===== src/hdl/pis_pkg.sv =====
// ----------------------------------------------------------------------------
// pis_pkg
// Types and constants shared by the permuted index sort block: beat
// layouts, action codes, controller states and controller/datapath links.
// ----------------------------------------------------------------------------
package pis_pkg;

   // width of every table entry, row index and key
   localparam int FIELD_W = 10;

   // action codes of a request beat
   localparam logic [1:0] ACT_WR_INV = 2'd0;
   localparam logic [1:0] ACT_WR_FWD = 2'd1;
   localparam logic [1:0] ACT_PUSH   = 2'd2;

   typedef logic [FIELD_W-1:0] field_type;

   typedef struct packed {
      logic [1:0] action;
      field_type  table_index;
      field_type  value;
      logic       last_entry;
   } req_type;

   typedef struct packed {
      field_type row_index;
      logic      last_of_run;
      logic      overflow;
   } rsp_type;

   typedef enum logic [1:0] {
      ST_IDLE,
      ST_DRAIN,
      ST_EMIT
   } ctrl_state_type;

   // controller to datapath
   typedef struct packed {
      logic wr_inv;
      logic wr_fwd;
      logic push;
      logic pop;
      logic pop_last;
   } cmd_type;

   // datapath to controller
   typedef struct packed {
      logic one_left;
   } status_type;

endpackage


===== src/hdl/pis_ctrl.sv =====
// ----------------------------------------------------------------------------
// pis_ctrl
// Sequencer: takes request beats while idle, lets the last key settle into
// the cells, then pops one key per cycle until the run is emptied.
// ----------------------------------------------------------------------------
module pis_ctrl (
   input  logic                clock,
   input  logic                reset,
   input  logic                start,
   input  logic [1:0]          action,
   input  logic                last_entry,
   input  pis_pkg::status_type status,
   output logic                busy,
   output pis_pkg::cmd_type    cmd
);

   pis_pkg::ctrl_state_type state_ff;
   pis_pkg::ctrl_state_type state_in;
   logic                    accept;

   // hold state
   always_ff @(posedge clock) begin
      if (reset) begin
         state_ff <= pis_pkg::ST_IDLE;
      end else begin
         state_ff <= state_in;
      end
   end

   assign accept = start && (state_ff == pis_pkg::ST_IDLE);

   // decode beats and step the sequence
   always_comb begin
      state_in     = state_ff;
      busy         = 1'b1;
      cmd          = '0;
      cmd.wr_inv   = accept && (action == pis_pkg::ACT_WR_INV);
      cmd.wr_fwd   = accept && (action == pis_pkg::ACT_WR_FWD);
      cmd.push     = accept && (action == pis_pkg::ACT_PUSH);
      unique case (state_ff)
         pis_pkg::ST_IDLE: begin
            busy = 1'b0;
            if (cmd.push && last_entry) begin
               state_in = pis_pkg::ST_DRAIN;
            end
         end
         pis_pkg::ST_DRAIN: begin
            state_in = pis_pkg::ST_EMIT;
         end
         pis_pkg::ST_EMIT: begin
            cmd.pop      = 1'b1;
            cmd.pop_last = status.one_left;
            if (status.one_left) begin
               state_in = pis_pkg::ST_IDLE;
            end
         end
         default: begin
            state_in = pis_pkg::ST_IDLE;
         end
      endcase
   end

endmodule


===== config.mk =====
export PLATFORM = sky130hd
export DESIGN_NAME = pis_ctrl
export DESIGN_NICKNAME = d
export VERILOG_FILES = /design/src/hdl/pis_pkg.sv /design/src/hdl/pis_ctrl.sv
export SDC_FILE = /design/constraint.sdc
export NUM_CORES = 1
export LEC_CHECK = 0
export BUFFER_PORTS_ARGS = -buffer_cell sky130_fd_sc_hd__buf_2
export CELL_PAD_IN_SITES_DETAIL_PLACEMENT = 0
export CELL_PAD_IN_SITES_GLOBAL_PLACEMENT = 1
export CORE_AREA = 2 2 39 41
export CTS_CLUSTER_DIAMETER = 30
export DETAILED_ROUTE_END_ITERATION = 8
export DIE_AREA = 0 0 41 43
export PLACE_DENSITY = 0.37
export SLEW_MARGIN = 10
export SYNTH_ARGS = -nofsm -noshare
export SYNTH_HDL_FRONTEND = slang
export SYNTH_SLANG_ARGS = --single-unit

===== constraint.sdc =====
create_clock -name clock -period 1.2 [get_ports clock]
set_input_delay 0.06 -clock clock [delete_from_list [all_inputs] [get_ports clock]]
set_output_delay 0.06 -clock clock [all_outputs]
set_load 0.1 [all_outputs]

== After elaboration in Yosys (flattened, before gate mapping) ==
Index checks and enable logic that the tools add are counted.

* Input bits: 7
* Logic and storage cells: 20
* Flip-flop bits (word level): 2
* Output and inout port bits: 6

* Reduce and logical (&&, ||, !) cells: 8
* Equal/unequal tests: 6
* Muxes and demuxes: 5

{| class="wikitable"
|+ Operator list
! kind !! count
|-
| 2-bit two-way mux || 3
|-
| 2-bit one-hot mux with 3 select lines || 1
|-
| 1-bit logical AND || 5
|-
| 2-bit by 1-bit equality test with 1-bit output (second input constant) || 2
|-
| 2-bit equality test (second input constant) || 2
|-
| 2-bit zero test || 2
|-
| 2-bit by 1-bit != test with 1-bit output (second input constant) || 1
|-
| 2-bit != test (second input constant) || 1
|-
| 2-bit AND reduction || 1
|-
| 1-bit two-way mux || 1
|}

== Depth between registers and ports, before layout ==
* Depth after elaboration: 6
* Gate-level depth with buffers: 2
* Mapped depth without buffers: 2

== Least setup slack after synthesis ==
No wires, ideal clock.

* Kind: register to output
* Start: register state_ff[0]
* End: output cmd[4] (netlist name)
* Path buffers: 0
* Required time: 1.140 ns
* Setup slack: -1.618 ns
* Arrival: 2.758 ns
* Stages on the path, launching flop included: 3
* Path through: dfxtp_1 > or3b_4 > nor3_1

{| class="wikitable"
|+ RTL lines
! element !! line !! RTL
|-
| start: declaration || pis_ctrl.sv:17 || <nowiki>pis_pkg::ctrl_state_type state_ff;</nowiki>
|-
| start signal: assignment || pis_ctrl.sv:24 || <nowiki>state_ff <= pis_pkg::ST_IDLE;</nowiki>
|-
| start signal: assignment || pis_ctrl.sv:26 || <nowiki>state_ff <= state_in;</nowiki>
|-
| end: declaration || pis_ctrl.sv:14 || <nowiki>output pis_pkg::cmd_type cmd</nowiki>
|}

==> PnR_summary.wiki <==
{| class="wikitable"
! Metric !! Value
|-
| Cell taking the most area after synthesis || sky130_fd_sc_hd__dfxtp_1
|-
| Routed Antenna Nets || 0
|-
| Worst reg2reg startpoint || state_ff[0]
|-
| Port Buffer Count || 12
|-
| Worst-case clock skew || 0.00137 ns
|-
| Die Wd || 41 um
|-
| Net Switching || 0.100 mW
|-
| Master of the slowest instance on the critical path || sky130_fd_sc_hd__or3b_4
|-
| Critical path launch point type || register
|-
| Type of the worst min-delay path || primary input to register
|-
| Core footprint || 1380 um2
|-
| Wirelength, routed || 412 um
|-
| Violated checks || setup timing
|-
| Minimum period implied by the final worst setup slack || 1.45 ns
|-
| Max Cap Violations || 0
|-
| Number of buffer and inverter instances along the worst setup path || 1
|-
| Clock tree from TritonCTS || yes
|-
| RSZ-0062 raised after global routing || true
|-
| Max-Slew Margin vs Limit || 87.3%
|-
| Power per Cell Area || 841 nW/um2
|-
| Syn_area_per_cell || 9.74 um2
|-
| Proportion of register bits with asynchronous set or reset after synthesis || 0%
|-
| Slowest stage delay, CP || 0.45 ns
|-
| Overflow left after global routing || 0
|-
| Number of global-route vias before repair || 166
|-
| Number of antenna violations at the first check in global routing || 0
|-
| Ys flop type || sky130_fd_sc_hd__dfxtp_1
|-
| Cell area after technology mapping || 136 um2
|-
| Clk buf depth || 2
|-
| Worst hold slack across all endpoints || 0.108 ns
|-
| Row count || 14
|-
| Routed length per instance || 8.58 um
|-
| Inserted Clock Buffers || 3
|-
| Share of final-layout standard cells stronger than drive strength 1 || 78.1%
|-
| Number of design rule violations left after detail routing || 0
|-
| Hold_sp || last_entry
|-
| Flip-flop count of the largest register, all copies and words added || 2
|-
| Pin slew with the least headroom to its limit || 0.190 ns
|-
| Hold Violations, Final || 0
|-
| Fraction of the core area covered by cells at the end of the flow || 27.8%
|-
| Clk slew on worst S/H paths || 0.03 ns
|-
| Area post-placement || 334 um2
|-
| RePlAce Congestion || 0.639
|-
| EDFF count, synth || 0
|-
| Root Driver || sky130_fd_sc_hd__clkbuf_4
|-
| Total routing resource utilization after global routing || 6.11%
|-
| Worst Path Class, Setup || register to primary output
|-
| Cells taking the most area after synthesis || sky130_fd_sc_hd__dfxtp_1 (29%), sky130_fd_sc_hd__nor3b_2 (18%), sky130_fd_sc_hd__nand4bb_1 (8.3%)
|-
| Destination of the worst register-to-register timing path || state_ff[0]
|-
| Final total negative setup slack || -0.750 ns
|-
| Nature of the critical path endpoint || primary output
|-
| Sequential cell fraction of total power || 21.2%
|-
| Peak supply drop || 0.371 mV
|-
| Post-Syn Instances || 14
|-
| Peak clock frequency supported by timing || 688 MHz
|-
| Worst r2r path cells || 2
|-
| # setup viols final || 5
|-
| Share of power burned in the clock network || 43.8%
|-
| Total leakage power || 0.174 nW
|-
| Sw Share || 30.9%
|-
| Clock latency of the later-clocked register in the worst-skew pair || 0.22 ns
|-
| Commonest cells in the synthesized netlist || sky130_fd_sc_hd__dfxtp_1 (2), sky130_fd_sc_hd__nor2_1 (2), sky130_fd_sc_hd__nor3b_2 (2)
|-
| Warnings from Yosys || 0
|-
| Maximum level of the CTS H-tree || 1
|-
| Drt pass-1 iters || 1
|-
| Die Height || 43 um
|-
| Final net count || 41
|-
| Endpoint required time on the critical path || 1.14 ns
|-
| Data arrival at the endpoint of the critical path || 1.39 ns
|-
| Hold EP || state_ff[0]
|-
| Starting density of the core || 9.86%
|-
| Hold Buf Count CTS || 0
|-
| Kind of cell adding the most delay to the critical path || simple AND/OR/NAND/NOR gates
|-
| Top register by number of flip-flops || state_ff
|-
| Vias || 165
|-
| Die ar. || 1760 um2
|-
| Combinational Power Share || 35.1%
|-
| Ant. Diodes || 0
|-
| Final cell area excluding filler cells || 385 um2
|-
| Clock sink total || 2
|-
| Post-Syn Nets || 21
|-
| Top-level I/O count || 13
|-
| Sequential area share after synthesis || 29.4%
|-
| Post-synthesis register bit count || 2
|-
| Area share of the largest cell type after synthesis || 29.4%
|-
| Worst Hold Path Cells || 3
|-
| Distinct cells, synth || 11
|-
| Regs by FF count || state_ff (2)
|-
| Global-route wire length before repair || 690 um
|-
| Worst-path maximum fanout || 4
|-
| Non-Filler Instances || 48
|-
| Worst path setup slack after routing || -0.253 ns
|-
| Area growth syn-to-layout || 183%
|-
| Worst setup slack before clock tree synthesis || -0.0378 ns
|-
| Detailed Route Iter0 Violations || 0
|-
| Total count of max-transition violations in the final report || 0
|-
| Outcome || finished, violations left
|-
| Cells traversed along the worst timing path || or3b_4 -> nor3b_4 -> buf_12
|-
| Internal power contribution || 0.224 mW
|-
| Filler cells || 145
|-
| Avg Vias per Cell || 3.44
|-
| Period Utilization, post-route || 121%
|-
| Total Power || 0.324 mW
|-
| Maximum number of pins on one net before global-route repair || 5
|-
| Placed cells || 44
|-
| Slack of the worst reg-to-reg path || 0.28 ns
|}
## routing by layer
layer | up-vias | global-route usage (%) | share of wire (%)
li1 | 86 | - | -
met1 | 76 | 6.39 | 34
met2 | 3 | 9.06 | 64
met3 | 0 | 3.14 | 1.9
met4 | 0 | 4.00 | 0
met5 | - | 0 | 0
## area by class of cell
type | instances | area, um2 | area share [%]
repair buffers | 15 | 176 | 45.8
multi-input cells | 12 | 126 | 32.8
well taps | 16 | 20.0 | 5.19
clock buffers | 3 | 22.5 | 5.84
flip-flops and latches | 2 | 40.0 | 10.4
## kinds of logic after synthesis
kind of cell / after synthesis / synth area share, %
AO/OA/AOI/OAI: 1 / 5.51
AND/OR/NAND/NOR: 11 / 65.1
flip-flops: 2 / 29.4
## how the worst max path moves through the flow
| stage | cells after the start | to | slack (ns) | from |
|---|---|---|---|---|
| 2_1_floorplan | 2 | cmd[2] | -0.45 | state_ff[0] |
| 3_3_place_gp | 3 | cmd[2] | -0.03 | state_ff[0] |
| 3_5_place_dp | 3 | cmd[2] | -0.04 | state_ff[0] |
| 4_1_cts | 3 | cmd[2] | -0.28 | state_ff[0] |
| 5_1_grt | 3 | cmd[2] | -0.32 | state_ff[0] |
| 6_report | 3 | cmd[2] | -0.25 | state_ff[0] |
## layout by cell type, fill, tap and decap left out
cell and instances:
sky130_fd_sc_hd__buf_12 6, sky130_fd_sc_hd__clkbuf_4 3, sky130_fd_sc_hd__buf_2 6, sky130_fd_sc_hd__or2_4 1, sky130_fd_sc_hd__nor2_1 2, sky130_fd_sc_hd__nor3_4 1
sky130_fd_sc_hd__and2b_4 1, sky130_fd_sc_hd__a21o_1 1, sky130_fd_sc_hd__or3b_4 1, sky130_fd_sc_hd__dfxtp_1 2, sky130_fd_sc_hd__nand4bb_1 1, sky130_fd_sc_hd__and2_4 1
sky130_fd_sc_hd__nor3b_4 2, sky130_fd_sc_hd__nor3b_1 1, sky130_fd_sc_hd__buf_4 2, sky130_fd_sc_hd__buf_6 1
## tightest hold or removal path: stages
cell                        delay [ns]
sky130_fd_sc_hd__buf_2            0.10
sky130_fd_sc_hd__nand4bb_1        0.08
sky130_fd_sc_hd__nor2_1           0.04
## repair_timing
action / 4_1_cts / 5_1_grt
resized for setup: 3 / 3
setup buffers: 1 / 0
setup endpoints to repair: 5 / 6
pin swaps: 1 / 0
## power by group through the flow
stage	Sequential [mW]	Combinational (mW)	Clock, mW
floorplan	0.0696	0.0662	0
global placement	0.0694	0.109	0
detailed placement	0.0694	0.109	0
CTS	0.0686	0.112	0.152
global route	0.0686	0.118	0.163
finish	0.0686	0.114	0.142
Note: power is estimated with default switching activity, not from simulation.
